===== src/design/tapid_pkg.sv =====
// ----------------------------------------------------------------------------
// tapid_pkg
// Shared types and constants for the heading PID with settle counting.
// ----------------------------------------------------------------------------
package tapid_pkg;

  localparam int CFG_IDX_W  = 3;
  localparam int CFG_DATA_W = 24;

  // Register indexes on the configuration port
  typedef enum logic [CFG_IDX_W-1:0] {
    CFG_KP     = 3'd0,
    CFG_KI     = 3'd1,
    CFG_KD     = 3'd2,
    CFG_BOUND  = 3'd3,
    CFG_MAX    = 3'd4,
    CFG_MIN    = 3'd5,
    CFG_SETTLE = 3'd6
  } cfg_idx_e;

  typedef enum logic {
    REQ_START  = 1'b0,
    REQ_SAMPLE = 1'b1
  } req_e;

  typedef struct packed {
    logic [23:0] kp_gain;
    logic [23:0] ki_times_dt;
    logic [23:0] kd_over_dt;
    logic [14:0] error_bound;
    logic [7:0]  max_speed;
    logic [7:0]  min_speed;
    logic [3:0]  settle_count;
  } cfg_t;

  localparam logic [23:0] KP_RST     = 24'd6554;
  localparam logic [14:0] BOUND_RST  = 15'd10;
  localparam logic [7:0]  MAX_RST    = 8'd128;
  localparam logic [7:0]  MIN_RST    = 8'd13;
  localparam logic [3:0]  SETTLE_RST = 4'd8;

  localparam cfg_t CFG_RST = '{
    kp_gain:      KP_RST,
    ki_times_dt:  24'd0,
    kd_over_dt:   24'd0,
    error_bound:  BOUND_RST,
    max_speed:    MAX_RST,
    min_speed:    MIN_RST,
    settle_count: SETTLE_RST
  };

  // Stored error after reset is twice the reset bound
  localparam logic signed [15:0] LAST_ERR_RST = 16'(2 * BOUND_RST);

  // Angle wrap, centidegrees, on the 18-bit raw error
  localparam logic signed [17:0] HALF_TURN = 18'sd18000;
  localparam logic signed [17:0] FULL_TURN = 18'sd36000;
  localparam logic signed [17:0] NEG_WRAP1 = -HALF_TURN;
  localparam logic signed [17:0] NEG_WRAP2 = -(HALF_TURN + FULL_TURN);
  localparam logic signed [17:0] NEG_WRAP3 = -(HALF_TURN + 18'sd2 * FULL_TURN);
  localparam logic signed [17:0] POS_WRAP1 = HALF_TURN;
  localparam logic signed [17:0] POS_WRAP2 = HALF_TURN + FULL_TURN;
  localparam logic signed [17:0] POS_WRAP3 = HALF_TURN + 18'sd2 * FULL_TURN;

  localparam int FRAC_W = 16;
  localparam int ACC_W  = 58;

  // After the state stage
  typedef struct packed {
    logic               drive_en;
    logic signed [15:0] err;
    logic signed [31:0] sum;
    logic signed [16:0] de;
    logic               busy;
    logic               fin;
  } s1_t;

  // After the multiplier stage
  typedef struct packed {
    logic               drive_en;
    logic signed [40:0] p_kp;
    logic signed [56:0] p_ki;
    logic signed [41:0] p_kd;
    logic signed [15:0] err;
    logic               busy;
    logic               fin;
  } s2_t;

  // After the accumulate stage
  typedef struct packed {
    logic                   drive_en;
    logic signed [ACC_W-1:0] acc;
    logic signed [15:0]     err;
    logic                   busy;
    logic                   fin;
  } s3_t;

endpackage


===== src/design/tapid_state.sv =====
// ----------------------------------------------------------------------------
// tapid_state
// Turn state, settle counter, angle wrap and saturating error sum.
// ----------------------------------------------------------------------------
module tapid_state
  import tapid_pkg::*;
(
  input  logic               clk_i,
  input  logic               rst_ni,
  input  logic               in_valid_i,
  output logic               in_rdy_o,
  input  logic               req_type_i,
  input  logic signed [15:0] target_angle_i,
  input  logic signed [15:0] yaw_reading_i,
  input  cfg_t               cfg_i,
  input  logic               dn_rdy_i,
  output logic               valid_o,
  output s1_t                s1_o
);

  logic               valid_q;
  s1_t                s1_q, s1_d;
  logic signed [15:0] goal_q, goal_d;
  logic signed [15:0] start_yaw_q, start_yaw_d;
  logic signed [15:0] last_err_q, last_err_d;
  logic signed [31:0] sum_q, sum_d;
  logic [3:0]         settle_q, settle_d;
  logic               running_q, running_d;
  logic               first_q, first_d;

  logic               take;
  logic signed [15:0] twice_bound;
  logic signed [16:0] last_abs;
  logic [3:0]         settle_nx;
  logic signed [17:0] raw_err, wrap_adj, wrapped;
  logic signed [15:0] err;
  logic signed [32:0] sum_wide;
  logic signed [31:0] sum_sat;
  logic signed [15:0] prev;

  assign in_rdy_o = !valid_q || dn_rdy_i;
  assign take     = in_valid_i && in_rdy_o;

  assign twice_bound = cfg_i.error_bound[14] ? 16'sh7FFF
                                             : $signed({1'b0, cfg_i.error_bound[13:0], 1'b0});

  // Settle counter runs on the error left by the previous sample
  assign last_abs  = last_err_q[15] ? 17'sd0 - 17'(last_err_q) : 17'(last_err_q);
  assign settle_nx = (last_abs < $signed({2'b00, cfg_i.error_bound}))
                   ? ((settle_q != 4'd0) ? settle_q - 4'd1 : 4'd0)
                   : cfg_i.settle_count;

  assign raw_err = 18'(goal_q) - (18'(yaw_reading_i) - 18'(start_yaw_q));

  always_comb begin
    priority if (raw_err < NEG_WRAP3) wrap_adj = 18'sd3 * FULL_TURN;
    else if (raw_err < NEG_WRAP2)     wrap_adj = 18'sd2 * FULL_TURN;
    else if (raw_err < NEG_WRAP1)     wrap_adj = FULL_TURN;
    else if (raw_err > POS_WRAP3)     wrap_adj = -(18'sd3 * FULL_TURN);
    else if (raw_err > POS_WRAP2)     wrap_adj = -(18'sd2 * FULL_TURN);
    else if (raw_err > POS_WRAP1)     wrap_adj = -FULL_TURN;
    else                              wrap_adj = 18'sd0;
  end

  assign wrapped = raw_err + wrap_adj;
  assign err     = wrapped[15:0];

  assign sum_wide = 33'(sum_q) + 33'(err);
  always_comb begin
    if (sum_wide[32] != sum_wide[31]) begin
      sum_sat = sum_wide[32] ? 32'sh8000_0000 : 32'sh7FFF_FFFF;
    end else begin
      sum_sat = sum_wide[31:0];
    end
  end

  assign prev = first_q ? 16'sd0 : last_err_q;

  always_comb begin
    goal_d      = goal_q;
    start_yaw_d = start_yaw_q;
    last_err_d  = last_err_q;
    sum_d       = sum_q;
    settle_d    = settle_q;
    running_d   = running_q;
    first_d     = first_q;
    s1_d        = '0;
    if (take) begin
      if (req_type_i == REQ_START) begin
        goal_d      = target_angle_i;
        start_yaw_d = yaw_reading_i;
        sum_d       = '0;
        last_err_d  = twice_bound;
        settle_d    = cfg_i.settle_count;
        running_d   = 1'b1;
        first_d     = 1'b1;
        s1_d.busy   = 1'b1;
      end else if (running_q) begin
        settle_d      = settle_nx;
        sum_d         = sum_sat;
        last_err_d    = err;
        first_d       = 1'b0;
        running_d     = (settle_nx != 4'd0);
        s1_d.drive_en = 1'b1;
        s1_d.err      = err;
        s1_d.sum      = sum_sat;
        s1_d.de       = 17'(err) - 17'(prev);
        s1_d.busy     = (settle_nx != 4'd0);
        s1_d.fin      = (settle_nx == 4'd0);
      end
    end
  end

  always_ff @(posedge clk_i or negedge rst_ni) begin
    if (!rst_ni) begin
      valid_q     <= 1'b0;
      goal_q      <= '0;
      start_yaw_q <= '0;
      last_err_q  <= LAST_ERR_RST;
      sum_q       <= '0;
      settle_q    <= '0;
      running_q   <= 1'b0;
      first_q     <= 1'b0;
    end else begin
      if (in_rdy_o) begin
        valid_q <= in_valid_i;
      end
      goal_q      <= goal_d;
      start_yaw_q <= start_yaw_d;
      last_err_q  <= last_err_d;
      sum_q       <= sum_d;
      settle_q    <= settle_d;
      running_q   <= running_d;
      first_q     <= first_d;
    end
  end

  always_ff @(posedge clk_i) begin
    if (take) begin
      s1_q <= s1_d;
    end
  end

  assign valid_o = valid_q;
  assign s1_o    = s1_q;

endmodule


===== config.mk =====
export PLATFORM = sky130hd
export DESIGN_NAME = tapid_state
export DESIGN_NICKNAME = d
export VERILOG_FILES = /design/src/design/tapid_pkg.sv /design/src/design/tapid_state.sv
export SDC_FILE = /design/constraint.sdc
export NUM_CORES = 1
export LEC_CHECK = 0
export BUFFER_PORTS_ARGS = -buffer_cell sky130_fd_sc_hd__buf_2
export CORE_UTILIZATION = 57
export DETAILED_ROUTE_END_ITERATION = 12
export PLACE_DENSITY = 0.89
export SYNTH_ARGS = -nofsm -noshare
export SYNTH_HDL_FRONTEND = slang
export SYNTH_SLANG_ARGS = --single-unit

===== constraint.sdc =====
create_clock -name clk_i -period 10.65 [get_ports clk_i]
set_input_delay 0 -clock clk_i [delete_from_list [all_inputs] [get_ports clk_i]]
set_output_delay 0 -clock clk_i [all_outputs]
set_load 0.01 [all_outputs]

==> reports/results.md <==
| Step | Parameter | Value |
| --- | --- | --- |
| grt | Global-route wire length before repair | 47300 µm |
| die | Area of the die | 0.0202 mm² |
| route | Vias per inst | 5.94 |
| sta | Max frequency | 97.5 MHz |
| logic synthesis | Synth Instances | 1233 |
| sta | Crit share post-route | 0.963 |
| sta | Post-layout min period | 10260 ps |
| grt | Antenna violations before repair | 1 |
| critical path | Most numerous cell on the critical path | sky130_fd_sc_hd__a21oi_1 |
| die | Die Span X | 142 µm |
| die | Starting Density | 0.590 |
| clock network | Post-CTS Setup Bufs | 0 |
| route | Sum of routed wire length over all layers | 29200 µm |
| sta | Worst hold slack after final layout | 24.7 ps |
| critical path | Critical path's largest stage delay | 560 ps |
| logic synthesis | Async set-or-reset flop fraction in the synthesized netlist | 0.561 |
| die | Top-Level Pins | 214 |
| critical path | Sort of element at the start of the critical path | flip-flop |
| grt | Via count of the first global-routing pass | 9710 |
| cells and area | Proportion of layout cells with a drive suffix above 1 | 0.143 |
| sta | Slew Viols, Final | 0 |
| logic synthesis | Net Count, Synth | 1487 |
| cells and area | Area growth from synthesis to layout | 17.4% |
| job | Max-Cap Viols | 0 |
| logic synthesis | Synthesized area per cell | 9.08 µm² |
| grt | Global-route usage over all layers | 0.299 |
| cells and area | Nets | 1644 |
| die | Std-Cell Core Area | 0.0190 mm² |
| critical path | Slowest stage cell, crit path | sky130_fd_sc_hd__nand2_1 |
| placed design | Global placement routability congestion | 0.928 |
| min path | Hold/Removal Path Class | in -> reg |
| critical path | Critical Path Fanout Max | 23 |
| critical path | Critical path type | reg -> reg |
| sta | TNS Setup | 0 ps |
| clock network | Skew-Pair Late Insertion Delay | 440 ps |
| logic synthesis | Summed instance area of the synthesized netlist | 0.0112 mm² |
| die | Die extent in y | 142 µm |
| logic synthesis | Number of storage elements in the synthesis netlist | 155 |
| logic synthesis | Count of synthesis-stage warnings from yosys | 0 |
| cells and area | Antenna diode count | 0 |
| route | DRC violations left | 0 |
| clock network | Htree depth | 4 |
| route | Number of iterations in the first detailed-routing pass | 8 |
| clock network | Maximum number of buffers from clock root to sink | 2 |
| sta | Unrepaired setup endpoints after global routing | yes |
| grt | Pin count of the biggest net entering global routing | 65 |
| logic synthesis | Distinct cells, synth | 78 |
| route | Detail Route Antenna Nets | 0 |
| sta | Slew at the pin closest to its max-slew limit | 1190 ps |
| placed design | Input/output buffers | 125 |
| grt | Total grt overflow | 0 |
| clock network | Clock tree root buffer cell | sky130_fd_sc_hd__clkbuf_16 |
| critical path | Req. time, crit path | 10780 ps |
| route | Iteration-0 DRC count of the detailed router | 858 |
| sta | Setup-failing EPs final | 0 |
| logic synthesis | Portion of the post-synthesis area used by sequential elements | 0.377 |
| sta | Max_slew headroom | 0.208 |
| die | Number of rows created at floorplan | 50 |
| cells and area | Utilization after layout | 0.693 |
| cells and area | Leading cell type in the layout, fill and taps excluded | sky130_fd_sc_hd__nand2_1 |
| outcome | Run status | complete, no violations |
| clock network | Worst-path clk slew | 60 ps |
| critical path | Critical path endpoint category | flip-flop |
| clock network | # clock sinks | 155 |
| cells and area | Most frequent cells in the layout | sky130_fd_sc_hd__nand2_1 (143), sky130_fd_sc_hd__inv_1 (126), sky130_fd_sc_hd__buf_2 (124), sky130_fd_sc_hd__o21ai_0 (107), sky130_fd_sc_hd__ha_1 (91) |
| sta | Maximum clock skew at final layout | 13.3 ps |
| clock network | CTS buffer count | 17 |
| critical path | Arrival time of the worst setup path | 10390 ps |
| logic synthesis | Most common flop cell mapped by yosys | sky130_fd_sc_hd__dfrtp_1 |
| sta | Number of failing hold endpoints at the final stage | 0 |
| route | Routed vias | 9874 |
| route | Wirelength per Cell | 17.5 µm |
| placed design | Half-perimeter wire length after placement | 20100 µm |
| clock network | TritonCTS clock tree | built |
| logic synthesis | Number of flops mapped to enable cells by yosys | 68 |
-- cell type report --
class | instances | area (µm²)
multi-input cells | 907 | 6310
fillers | 1399 | 5820
flip-flops and latches | 155 | 4220
repair buffers | 181 | 1170
inverters | 128 | 480
clock buffers | 22 | 479
well taps | 260 | 325
clock inverters | 10 | 139
-- worst max-delay path, delay by kind of cell (launching register included) --
| family | cells | cell delay (ps) |
|---|---|---|
| AO/OA/AOI/OAI | 21 | 4560 |
| XOR/XNOR | 2 | 580 |
| adder cells (fa/ha/maj) | 5 | 2000 |
| buffers and inverters | 4 | 780 |
| flip-flops | 1 | 320 |
| multiplexers | 1 | 490 |
| AND/OR/NAND/NOR | 5 | 1210 |
-- worst paths after layout --
check	startpoint	endpoint	slack, ps	cells after the start
worst min register to register	sum_q[8]	sum_q[8]	520	2
worst max-delay path	goal_q[1]	s1_o[29]	390	38
worst min-delay path	cfg_i[25]	last_err_q[6]	20	5
min in group asynchronous	rst_ni	sum_q[19]	80	2
max in group asynchronous	rst_ni	start_yaw_q[14]	9480	3
worst max register to register	goal_q[1]	s1_o[29]	390	38
-- sequential cells by signal (all words and copies together), names as in the netlist, 4 cells and up --
signal	count
goal_q	16
last_err_q	16
s1_o	68
settle_q	4
start_yaw_q	16
sum_q	32
-- routing by layer --
metal,vias to the layer above,share of wire,GRT usage
li1,4667,-,-
met1,4645,0.40,0.359
met2,475,0.50,0.533
met3,85,0.074,0.0471
met4,2,0.031,0.125
met5,-,0.00041,0
-- synth_stat cells (4+ instances only) --
cell                       instances  area, µm²
sky130_fd_sc_hd__o31ai_1          14        105
sky130_fd_sc_hd__nand2_1         143        537
sky130_fd_sc_hd__dfrtp_1          85       2130
sky130_fd_sc_hd__a221o_1           6       60.1
sky130_fd_sc_hd__and3_1           15       93.8
sky130_fd_sc_hd__nand3_1          19       95.1
sky130_fd_sc_hd__nor3b_1           4       30.0
sky130_fd_sc_hd__inv_1           127        477
sky130_fd_sc_hd__nand2b_1         27        169
sky130_fd_sc_hd__o31a_1            5       43.8
sky130_fd_sc_hd__fa_1             19        380
sky130_fd_sc_hd__o21ai_0         107        536
sky130_fd_sc_hd__nand4_1           5       31.3
sky130_fd_sc_hd__a21oi_1          76        380
sky130_fd_sc_hd__a21o_1           33        248
sky130_fd_sc_hd__or3_1             7       43.8
sky130_fd_sc_hd__a211oi_1          7       52.6
sky130_fd_sc_hd__edfxtp_1         68       2040
sky130_fd_sc_hd__xnor2_1          47        412
sky130_fd_sc_hd__xor2_1           23        201
sky130_fd_sc_hd__mux2i_1           7       70.1
sky130_fd_sc_hd__nor2_1           78        293
sky130_fd_sc_hd__o41ai_1           4       35.0
sky130_fd_sc_hd__ha_1             91       1140
sky130_fd_sc_hd__mux2_2            4       45.0
sky130_fd_sc_hd__nor3_1           19       95.1
sky130_fd_sc_hd__buf_2             7       35.0
sky130_fd_sc_hd__nor2b_1          17        106
sky130_fd_sc_hd__o211ai_1         31        233
sky130_fd_sc_hd__and2_1            4       25.0
sky130_fd_sc_hd__o21a_1           11       82.6
sky130_fd_sc_hd__a31oi_1           6       37.5
sky130_fd_sc_hd__o21ai_1           6       30.0
sky130_fd_sc_hd__o21bai_1         13       97.6
sky130_fd_sc_hd__clkbuf_1         31        116
sky130_fd_sc_hd__or4_1             5       37.5
-- per-stage QoR --
stage / cell area (µm²) / std cells / setup slack, ps
after floorplan: 11200 / 1233 / 2380
after global placement: 12000 / 1581 / 1060
after detailed placement: 12000 / 1581 / 617
after CTS: 13100 / 1663 / 530
after global routing: 13100 / 1663 / -177
final: 13100 / 1663 / 394
-- logic make-up after synthesis --
kind of cell | count (synthesis) | share of synthesized area
compound gates | 362 | 0.215
simple gates | 353 | 0.146
buf+inv | 171 | 0.0595
flops | 155 | 0.377
fa+ha+maj | 110 | 0.136
xor+xnor | 71 | 0.0562
mux | 11 | 0.0103
-- timing repair --
action | 4_1_cts | 5_1_grt
hold endpoints to repair | 82 | 0
gates resized for setup | 0 | 0
endpoints found under the setup margin | 0 | 42
hold buffers | 50 | 0
Power is left out: the tool's default activity adds up to more than one toggle a clock period on the data nets, which glitch-free logic cannot reach.
