**src/design/tapid_pkg.sv**
```systemverilog
// ----------------------------------------------------------------------------
// tapid_pkg
// Shared types and constants for the heading PID with settle counting.
// ----------------------------------------------------------------------------
package tapid_pkg;

  localparam int CFG_IDX_W  = 3;
  localparam int CFG_DATA_W = 24;

  // Register indexes on the configuration port
  typedef enum logic [CFG_IDX_W-1:0] {
    CFG_KP     = 3'd0,
    CFG_KI     = 3'd1,
    CFG_KD     = 3'd2,
    CFG_BOUND  = 3'd3,
    CFG_MAX    = 3'd4,
    CFG_MIN    = 3'd5,
    CFG_SETTLE = 3'd6
  } cfg_idx_e;

  typedef enum logic {
    REQ_START  = 1'b0,
    REQ_SAMPLE = 1'b1
  } req_e;

  typedef struct packed {
    logic [23:0] kp_gain;
    logic [23:0] ki_times_dt;
    logic [23:0] kd_over_dt;
    logic [14:0] error_bound;
    logic [7:0]  max_speed;
    logic [7:0]  min_speed;
    logic [3:0]  settle_count;
  } cfg_t;

  localparam logic [23:0] KP_RST     = 24'd6554;
  localparam logic [14:0] BOUND_RST  = 15'd10;
  localparam logic [7:0]  MAX_RST    = 8'd128;
  localparam logic [7:0]  MIN_RST    = 8'd13;
  localparam logic [3:0]  SETTLE_RST = 4'd8;

  localparam cfg_t CFG_RST = '{
    kp_gain:      KP_RST,
    ki_times_dt:  24'd0,
    kd_over_dt:   24'd0,
    error_bound:  BOUND_RST,
    max_speed:    MAX_RST,
    min_speed:    MIN_RST,
    settle_count: SETTLE_RST
  };

  // Stored error after reset is twice the reset bound
  localparam logic signed [15:0] LAST_ERR_RST = 16'(2 * BOUND_RST);

  // Angle wrap, centidegrees, on the 18-bit raw error
  localparam logic signed [17:0] HALF_TURN = 18'sd18000;
  localparam logic signed [17:0] FULL_TURN = 18'sd36000;
  localparam logic signed [17:0] NEG_WRAP1 = -HALF_TURN;
  localparam logic signed [17:0] NEG_WRAP2 = -(HALF_TURN + FULL_TURN);
  localparam logic signed [17:0] NEG_WRAP3 = -(HALF_TURN + 18'sd2 * FULL_TURN);
  localparam logic signed [17:0] POS_WRAP1 = HALF_TURN;
  localparam logic signed [17:0] POS_WRAP2 = HALF_TURN + FULL_TURN;
  localparam logic signed [17:0] POS_WRAP3 = HALF_TURN + 18'sd2 * FULL_TURN;

  localparam int FRAC_W = 16;
  localparam int ACC_W  = 58;

  // After the state stage
  typedef struct packed {
    logic               drive_en;
    logic signed [15:0] err;
    logic signed [31:0] sum;
    logic signed [16:0] de;
    logic               busy;
    logic               fin;
  } s1_t;

  // After the multiplier stage
  typedef struct packed {
    logic               drive_en;
    logic signed [40:0] p_kp;
    logic signed [56:0] p_ki;
    logic signed [41:0] p_kd;
    logic signed [15:0] err;
    logic               busy;
    logic               fin;
  } s2_t;

  // After the accumulate stage
  typedef struct packed {
    logic                   drive_en;
    logic signed [ACC_W-1:0] acc;
    logic signed [15:0]     err;
    logic                   busy;
    logic                   fin;
  } s3_t;

endpackage

```
**src/design/tapid_out.sv**
```systemverilog
// ----------------------------------------------------------------------------
// tapid_out
// Drive magnitude clamp, sign restore and the result register.
// ----------------------------------------------------------------------------
module tapid_out
  import tapid_pkg::*;
(
  input  logic               clk_i,
  input  logic               rst_ni,
  input  logic               up_valid_i,
  output logic               up_rdy_o,
  input  s3_t                s3_i,
  input  cfg_t               cfg_i,
  output logic               out_valid_o,
  input  logic               out_stall_i,
  output logic signed [8:0]  drive_level_o,
  output logic signed [15:0] angle_error_o,
  output logic               busy_res_o,
  output logic               finished_o
);

  localparam int MHI_W = ACC_W - FRAC_W;

  logic               valid_q;
  logic signed [8:0]  drive_q, drive_d;
  logic signed [15:0] err_q;
  logic               busy_q, fin_q;

  logic               neg;
  logic [ACC_W-1:0]   mag;
  logic [MHI_W-1:0]   mag_hi;
  logic               below_min, above_max;
  logic [7:0]         drv_mag;

  assign up_rdy_o = !valid_q || !out_stall_i;

  // Zero counts as positive
  assign neg    = s3_i.acc[ACC_W-1];
  assign mag    = neg ? ACC_W'(0) - ACC_W'(s3_i.acc) : ACC_W'(s3_i.acc);
  assign mag_hi = mag[ACC_W-1:FRAC_W];

  assign below_min = mag_hi < MHI_W'(cfg_i.min_speed);
  assign above_max = (mag_hi > MHI_W'(cfg_i.max_speed))
                  || ((mag_hi == MHI_W'(cfg_i.max_speed)) && (mag[FRAC_W-1:0] != '0));

  always_comb begin
    priority if (below_min) drv_mag = cfg_i.min_speed;
    else if (above_max)     drv_mag = cfg_i.max_speed;
    else                    drv_mag = mag_hi[7:0];
  end

  always_comb begin
    if (!s3_i.drive_en) begin
      drive_d = '0;
    end else if (neg) begin
      drive_d = 9'sd0 - $signed({1'b0, drv_mag});
    end else begin
      drive_d = $signed({1'b0, drv_mag});
    end
  end

  always_ff @(posedge clk_i or negedge rst_ni) begin
    if (!rst_ni) begin
      valid_q <= 1'b0;
    end else if (up_rdy_o) begin
      valid_q <= up_valid_i;
    end
  end

  always_ff @(posedge clk_i) begin
    if (up_rdy_o && up_valid_i) begin
      drive_q <= drive_d;
      err_q   <= s3_i.err;
      busy_q  <= s3_i.busy;
      fin_q   <= s3_i.fin;
    end
  end

  assign out_valid_o   = valid_q;
  assign drive_level_o = drive_q;
  assign angle_error_o = err_q;
  assign busy_res_o    = busy_q;
  assign finished_o    = fin_q;

endmodule

```
**config.mk**
```make
export PLATFORM = sky130hd
export DESIGN_NAME = tapid_out
export DESIGN_NICKNAME = d
export VERILOG_FILES = /design/src/design/tapid_pkg.sv /design/src/design/tapid_out.sv
export SDC_FILE = /design/constraint.sdc
export NUM_CORES = 1
export LEC_CHECK = 0
export BUFFER_PORTS_ARGS = -buffer_cell sky130_fd_sc_hd__buf_4
export CORE_MARGIN = 4
export CORE_UTILIZATION = 47
export CTS_BUF_LIST = sky130_fd_sc_hd__clkbuf_4 sky130_fd_sc_hd__clkbuf_8
export CTS_CLUSTER_DIAMETER = 30
export CTS_CLUSTER_SIZE = 16
export DETAILED_ROUTE_END_ITERATION = 8
export PLACE_DENSITY = 0.84
export SYNTH_ARGS = -nofsm -noshare
export SYNTH_HDL_FRONTEND = slang
export SYNTH_SLANG_ARGS = --single-unit
```
**constraint.sdc**
```tcl
create_clock -name clk_i -period 2 [get_ports clk_i]
set_input_delay 0.1 -clock clk_i [delete_from_list [all_inputs] [get_ports clk_i]]
set_output_delay 0.1 -clock clk_i [all_outputs]
set_load 0.005 [all_outputs]
```
==> results of run 1 <==
kinds of logic after synthesis:
logic type               after synthesis  share of synthesized area, %
multiplexers                          11                          2.90
XOR/XNOR                              16                          3.65
flip-flops                            28                          21.8
adder cells (fa/ha/maj)               16                          5.22
AND/OR/NAND/NOR                      258                          38.5
AO/OA/AOI/OAI                        116                          22.6
buffers and inverters                 48                          5.32
layer usage:
layer,GRT overflow,global-route usage (%)
met5,0,27.2
met4,3,59.6
met3,0,53.0
met2,7,82.9
met1,0,66.8
through the flow:
step,hold slack (ns),instances,setup WS [ns]
after CTS,0.000234,932,-2.21
after detailed placement,-0.122,887,-2.71
after global placement,-0.125,887,-2.44
after floorplan,-0.196,493,-2.46
synth_stat cells (3+ instances only):
cell / instances / share of area (%)
and4_1: 4 / 0.91
inv_1: 25 / 2.4
ha_1: 16 / 5.2
nor4b_1: 3 / 0.69
mux2i_1: 10 / 2.6
a41oi_1: 3 / 0.69
nor2b_1: 7 / 1.1
nor3_1: 35 / 4.6
o211ai_1: 4 / 0.78
edfxtp_1: 27 / 21
o22ai_1: 4 / 0.65
nand4_1: 14 / 2.3
nand3b_1: 3 / 0.59
nor4_2: 3 / 0.98
nand3_1: 23 / 3.0
o31ai_1: 5 / 0.98
nand2b_1: 5 / 0.82
a21oi_1: 19 / 2.5
or2_2: 5 / 0.82
o41ai_1: 4 / 0.91
or4_1: 10 / 2.0
a21o_1: 6 / 1.2
xnor2_1: 6 / 1.4
a211oi_1: 6 / 1.2
nor2_1: 54 / 5.3
o21ai_0: 17 / 2.2
nand4b_1: 3 / 0.69
nor4_1: 26 / 4.2
and3_1: 3 / 0.49
nor3b_1: 3 / 0.59
nand2_1: 29 / 2.8
a2bb2oi_1: 4 / 0.91
buf_2: 4 / 0.52
or3_1: 11 / 1.8
xor2_1: 10 / 2.3
a31oi_1: 12 / 2.0
clkbuf_1: 15 / 1.5
timing repair:
action,4_1_cts
hold buffers,11
resized for setup,37
endpoints found under the setup margin,9
pin swaps,22
buffers inserted,31
endpoints found under the hold margin,11
==> results.py, run 1 <==
metrics = {
    "run_status": {
        "outcome": "aborted with a tool error",
        "lastStage": "global routing",
        "error_line": "[ERROR GRT-0232] Routing congestion too high. Check the congestion heatmap in the GUI.",
    },
    "floorplanning": {
        "die_x_um": 98.3,
        "pin_count": 217,
        "start_util_pct": 48.9,
        "fp.dieH_um": 98.3,
        "rows": 32,
    },
    "synthesis": {
        "ys_seq_area_share_pct": 21.8,
        "synth_seq_cells": 28,
        "synth_cell_types": 80,
        "syn_avg_cell_area_um2": 7.78,
        "synth_flop_cell": "edfxtp_1",
        "ys_warn_count": 0,
        "syn-num-nets": 697,
        "synth_edf_count": 27,
        "syn_area_um2": 3830,
        "syn_inst": 493,
        "async_flop_share_pct": 3.57,
    },
    "clock_network": {
        "root_buffer": "clkbuf_8",
        "htreeDepth": 1,
        "cts_buffer_depth": 2,
        "cts_sinks": 28,
        "numCtsBuffers": 3,
    },
    "place": {
        "portBuffers": 125,
        "hpwlAfterDp_um": 14300,
        "dpl_cell_area_um2": 6270,
        "gp_congestion": 1.07,
    },
    "sta": {
        "worst-ep-kind": "sequential cell input",
        "repair-timing-grt-worst-ep": "drive_level_o[8]$_SDFFCE_PN0P_/D",
    },
    "global_route": {
        "grt_usage_pct": 66.4,
        "grt_max_degree": 39,
        "grt_overflow": 10,
    },
}
==> inputs of run 2 (changes only) <==
- CORE_UTILIZATION: 47 -> 40
- CTS_BUF_LIST: sky130_fd_sc_hd__clkbuf_4 sky130_fd_sc_hd__clkbuf_8 -> not set
- CTS_CLUSTER_DIAMETER: 30 -> not set
- CTS_CLUSTER_SIZE: 16 -> not set
- PLACE_DENSITY: 0.84 -> not set
- PLACE_DENSITY_LB_ADDON: not set -> 0.15
==> run 2 against run 1 <==
The flow now finishes, with violations (setup timing). Synthesized cell count unchanged. Synthesized area unchanged.
==> results.py, run 2 <==
metrics = {
    "sta": {
        "period_share_pct": 213,
        "hold_viol": 0,
        "finalSetupViolCount": 9,
        "fin_ws_ns": -2.25,
        "slew_viol_final": 0,
        "timing.fmax_ghz": 0.235,
        "period_minus_slack_ns": 4.25,
        "slew_headroom_pct": 67.3,
        "skew_ns": 0.00123,
        "rsz0062_at_grt": "true",
        "tightest_slew_ns": 0.487,
    },
    "setup_path": {
        "cp-start-kind": "primary input",
        "path_class": "in -> reg",
        "worstPathArrival_ns": 4.28,
        "critPathMaxFanout": 4,
        "crit_required_ns": 2.03,
        "worstSetupEndpointType": "flip-flop",
    },
    "synthesis": {
        "async_flop_share_pct": 3.57,
        "synthSimpleGateAreaFrac_pct": 38.5,
        "synthMuxAreaShare_pct": 2.90,
        "synth_flop_cell": "edfxtp_1",
        "yosysMostFrequentCell": "nor2_1",
        "syn_inst": 493,
        "synthTopCellsByArea": "edfxtp_1 21%, nor2_1 5.3%, ha_1 5.2%, nor3_1 4.6%, nor4_1 4.2%",
        "syn_area_um2": 3830,
        "syn_avg_cell_area_um2": 7.78,
        "synth_fa_ha_area_share_pct": 5.22,
        "synth_seq_cells": 28,
        "synth_edf_count": 27,
        "synthTopCellsByCount": "54 x nor2_1, 35 x nor3_1, 29 x nand2_1",
        "synth_top_family_by_area": "simple AND/OR/NAND/NOR gates",
        "ys_warn_count": 0,
        "synth_xor_area_share_pct": 3.65,
        "synth_top_area_share_pct": 21.1,
        "syn-num-nets": 697,
        "synth_cell_types": 80,
        "ys_seq_area_share_pct": 21.8,
        "synth-compound-area-share_pct": 22.6,
        "yosysTopAreaCell": "edfxtp_1",
    },
    "place": {
        "hpwlAfterDp_um": 13500,
        "portBuffers": 125,
        "gp_congestion": 1.00,
        "dp_cells": 919,
    },
    "cells_and_area": {
        "largest_reg_flops": 16,
        "drive_gt1_share_pct": 49.5,
        "num_antenna_cells": 0,
        "nNetsFinal": 1029,
        "layout_common_cells": "324 x buf_4, 51 x nor2_1, 32 x nor3_1, 27 x edfxtp_1, 25 x nand2_1",
        "layout_commonest_cell": "buf_4",
        "area_delta_synth_final_pct": 82.3,
        "fin_util_pct": 75.3,
        "num-fill-cells": 714,
        "final_cells": 953,
    },
    "floorplanning": {
        "start_util_pct": 41.3,
        "dieArea_um2": 11200,
        "pin_count": 217,
        "rows": 35,
        "core_um2": 9280,
        "fp.dieH_um": 106,
        "die_x_um": 106,
    },
    "run_status": {
        "outcome": "finished, violations left",
        "violations": "setup timing",
    },
    "global_route": {
        "antenna_found_initial": 0,
        "grt_pass1_vias": 5362,
        "grt_max_degree": 33,
        "grt_overflow": 0,
        "grt_first_pass_wirelength_um": 26500,
        "grt_usage_pct": 28.7,
    },
    "routing": {
        "drc": 0,
        "viasPerCell": 5.82,
        "firstDrtPassIters": 5,
        "vias": 5543,
        "wirelength_um": 17100,
        "wl_per_cell_um": 18.0,
        "postRouteAntennaNets": 0,
        "drtIter0Drc": 346,
    },
    "power": {
        "power_density_nw_per_um2": 331,
        "ir_drop_mv": 0.271,
        "p_leak_nw": 3.02,
    },
    "clock_network": {
        "root_buffer": "clkbuf_8",
        "clkTransAtPathRegs_ns": 0.09,
        "cts_buffer_depth": 2,
        "htreeDepth": 1,
        "cts_tree": "done",
        "cts_sinks": 28,
        "numCtsBuffers": 3,
        "clk_latency_ns": 0.27,
    },
    "hold_path": {
        "worstHoldPathType": "in -> reg",
    },
    "run": {
        "drv_cap": 0,
    },
}
==> run 2: cell counts after synthesis <==
Identical to the previous run, type by type.
==> run 2: worst paths after layout <==
path / startpoint / endpoint / slack, ns / depth (start not counted)
worst max register to register: out_valid_o / angle_error_o[3] / 0.73 / 3
worst max-delay path: s3_i[18] / drive_level_o[8] / -2.25 / 19
worst min-delay path: s3_i[14] / angle_error_o[12] / 0.01 / 1
max in group asynchronous: rst_ni / out_valid_o / 1.78 / 2
worst min register to register: out_valid_o / out_valid_o / 0.56 / 2
min in group asynchronous: rst_ni / out_valid_o / 0.14 / 2
==> run 2: power breakdown <==
group,internal [mW],switching [mW]
Clock,0.268,0.165
Combinational,0.632,0.554
Sequential,0.685,0.0104
Total,1.58,0.730
==> run 2: final cells by class <==
type                            instances  area, um2  share of cell area (%)
Clock buffer                            3       41.3                   0.591
Clock inverter                          1       30.0                   0.430
Inverter                               25        101                    1.45
Multi-Input combinational cell        417       3100                    44.4
Sequential cell                        28        836                    12.0
Tap cell                              129        161                    2.31
Timing Repair Buffer                  350       2720                    38.9
==> run 2: stage by stage <==
step	instance area, um2	TNS, ns	hold WS [ns]	setup WS, ns	power, mW
after floorplan	3900	-19.71	-0.196	-2.46	1.12
after global placement	6350	-20.06	-0.119	-2.38	1.72
after detailed placement	6350	-21.68	-0.116	-2.56	1.75
after CTS	6740	-18.07	0.00808	-2.19	2.25
after global routing	6990	-19.89	0.000696	-2.38	2.44
final	6990	-18.60	0.0124	-2.25	2.31
==> run 2: timing repair <==
action | in CTS | in global routing
buffers inserted | 7 | 9
endpoints found under the hold margin | 18 | 0
hold buffers | 18 | 0
setup endpoints to repair | 9 | 9
pin swaps | 11 | 20
resized for setup | 24 | 41
==> run 2: worst max-delay path: stages <==
cell      delay [ns]
buf_8           0.10
inv_4           0.05
ha_4            0.11
nor4b_4         0.22
and4_4          0.31
nand2_4         0.07
o31ai_4         0.21
xnor2_2         0.10
ha_1            0.31
nand4_1         0.14
nor4_1          0.24
nand4_1         0.11
or4_4           0.44
o32a_1          0.20
or4_4           0.44
a211oi_4        0.28
o22ai_2         0.13
or3_4           0.40
o311a_1         0.30
==> run 2: cell families after synthesis <==
kind of cell | Yosys count
AOI/OAI and AO/OA | 116
xor gates and xnor gates | 16
adders and majority gates | 16
buffers and inverters | 48
DFF | 28
muxes | 11
and+or+nand+nor | 258
==> run 2: layer usage <==
metal,track usage [%],part of all wire (%),vias to the layer above
li1,-,-,2598
met1,38.2,41,2584
met2,47.3,47,314
met3,4.86,9.4,47
met4,9.34,3.2,0
met5,0,0,-
Power figures use the tool's default switching activity.
==> inputs of run 3 (changes only) <==
- clock period: 2 -> 4.2 ns (I/O delays scaled with it)
==> run 3 against run 2 <==
The flow still finishes with violations (setup timing). Register-to-register slack gained 1.7 ns. Total power shrank 55%. Count of clock-buffer cells in the layout is the same. Combinational power shrank 58%. Sequential cell count is the same. Final area shrank 9.5%. Global-route usage shrank 3.1 points. Wire length shrank 9.7%. Non-clock buffer count shrank 81. Core utilization shrank 7.1 points. Largest cell class unchanged.
==> results.py, run 3 (synthesis gave the netlist of run 2 again) <==
metrics = {
    "sta": {
        "finalSetupViolCount": 6,
        "timing.fmax_ghz": 0.230,
        "rsz0062_at_grt": "true",
        "skew_ns": 0.00266,
        "fin_ws_ns": -0.153,
        "slew_viol_final": 0,
        "slew_headroom_pct": 24.3,
        "hold_viol": 0,
        "period_share_pct": 104,
        "tightest_slew_ns": 1.14,
        "period_minus_slack_ns": 4.35,
    },
    "floorplanning": {
        "core_um2": 9280,
        "pin_count": 217,
        "rows": 35,
        "start_util_pct": 41.3,
        "dieArea_um2": 11200,
        "die_x_um": 106,
        "fp.dieH_um": 106,
    },
    "setup_path": {
        "cp-start-kind": "primary input",
        "critical_path.max_stage_delay_ns": 0.44,
        "crit_top_cell": "nand4_1",
        "cp_top_family": "simple AND/OR/NAND/NOR gates",
        "path_buf_inv": 4,
        "worstPathArrival_ns": 4.38,
        "path_cells": "buf_8 > inv_4 > ha_4 > nor4b_4 > and4_4 > buf_6 > a21oi_2 > xor2_1 > inv_1 > ha_1 > nand4_1 > nor4_2 > nand4_1 > or4_4 > o32a_1 > or4_1 > a211oi_2 > o22ai_2 > or3_1 > o311a_1",
        "worstSetupEndpointType": "flip-flop",
        "cp_slowest_cell": "or4_4",
        "critPathMaxFanout": 4,
        "path_class": "in -> reg",
        "crit_required_ns": 4.23,
    },
    "cells_and_area": {
        "final_cells": 872,
        "layout_common_cells": "263 x buf_4, 53 x nor2_1, 33 x nor3_1, 27 x edfxtp_1, 24 x nand2_1",
        "largest_reg_flops": 16,
        "nNetsFinal": 948,
        "fin_util_pct": 68.2,
        "final_cell_area_um2": 6330,
        "num_antenna_cells": 0,
        "drive_gt1_share_pct": 45.6,
        "area_delta_synth_final_pct": 65.0,
        "layout_commonest_cell": "buf_4",
    },
    "global_route": {
        "antenna_found_initial": 0,
        "grt_pass1_vias": 4846,
        "grt_overflow": 0,
        "grt_first_pass_wirelength_um": 23800,
        "grt_usage_pct": 25.6,
        "grt_max_degree": 28,
    },
    "power": {
        "p_leak_nw": 2.63,
        "ir_drop_mv": 0.135,
        "power_density_nw_per_um2": 164,
        "finalPower_mw": 1.03,
    },
    "place": {
        "hpwlAfterDp_um": 12700,
        "dpl_cell_area_um2": 5880,
        "portBuffers": 125,
        "dp_cells": 857,
        "dpl_worst_slack_ns": -0.453,
        "gp_congestion": 0.962,
    },
    "routing": {
        "drc": 0,
        "viasPerCell": 6.00,
        "wirelength_um": 15500,
        "postRouteAntennaNets": 0,
        "vias": 5236,
        "firstDrtPassIters": 5,
        "drtIter0Drc": 437,
        "wl_per_cell_um": 17.8,
    },
    "run_status": {
        "outcome": "finished, violations left",
        "violations": "setup timing",
    },
    "clock_network": {
        "numCtsBuffers": 3,
        "clkTransAtPathRegs_ns": 0.09,
        "root_buffer": "clkbuf_8",
        "cts_buffer_depth": 2,
        "cts_tree": "done",
        "clk_latency_ns": 0.27,
        "cts_sinks": 28,
        "htreeDepth": 1,
    },
    "run": {
        "drv_cap": 0,
    },
    "hold_path": {
        "worstHoldPathType": "in -> reg",
    },
}
run 3: changes by cell type in the layout (fill, tap and decap cells not counted), sizes merged:
| cell | previous run | this run |
|---|---|---|
| dlygate4sd3 | 18 | 1 |
| buf | 332 | 268 |
run 3: metal layers:
layer,wire length (um),track usage (%),up-vias
li1,-,-,2442
met1,6300,34.8,2410
met2,7190,43.0,348
met3,1650,3.89,36
met4,333,5.74,0
met5,0,0,-
run 3: final timing paths:
path | start | to | slack (ns) | cells past startpoint
hold / removal | s3_i[5] | angle_error_o[3] | 0.11 | 1
max in group asynchronous | rst_ni | out_valid_o | 3.88 | 2
setup reg to reg | out_valid_o | drive_level_o[8] | 2.45 | 2
hold reg to reg | out_valid_o | out_valid_o | 0.53 | 2
min in group asynchronous | rst_ni | out_valid_o | 0.24 | 2
setup / recovery | s3_i[18] | drive_level_o[8] | -0.15 | 20
run 3: repair_timing:
item | CTS | global route
setup endpoints to repair | 6 | 8
setup buffers | 1 | 9
pin swaps | 5 | 22
hold endpoints to repair | 1 | 0
hold buffers | 1 | 0
resized for setup | 16 | 38
run 3: layout make-up:
type	count	area, um2
repair buffers	269	2050
fillers	796	2960
flip-flops and latches	28	836
clock buffers	3	41.3
multi-input cells	417	3110
well taps	129	161
clock inverters	1	30.0
inverters	25	101
run 3: where the power goes:
group | internal [mW] | switching (mW) | leakage (nW) | total [mW]
logic | 0.254 | 0.244 | 2.33 | 0.498
clock network | 0.128 | 0.0784 | 0.0357 | 0.206
registers | 0.326 | 0.00450 | 0.271 | 0.331
total | 0.708 | 0.327 | 2.63 | 1.03
run 3: stage by stage:
| step | hold slack [ns] | TNS [ns] |
|---|---|---|
| after global routing | 0.0898 | -1.48 |
| after detailed placement | -0.0122 | -2.88 |
| final | 0.106 | -0.365 |
| after floorplan | -0.0856 | -1.36 |
| after global placement | -0.0142 | -1.84 |
| after CTS | 0.0979 | -0.166 |
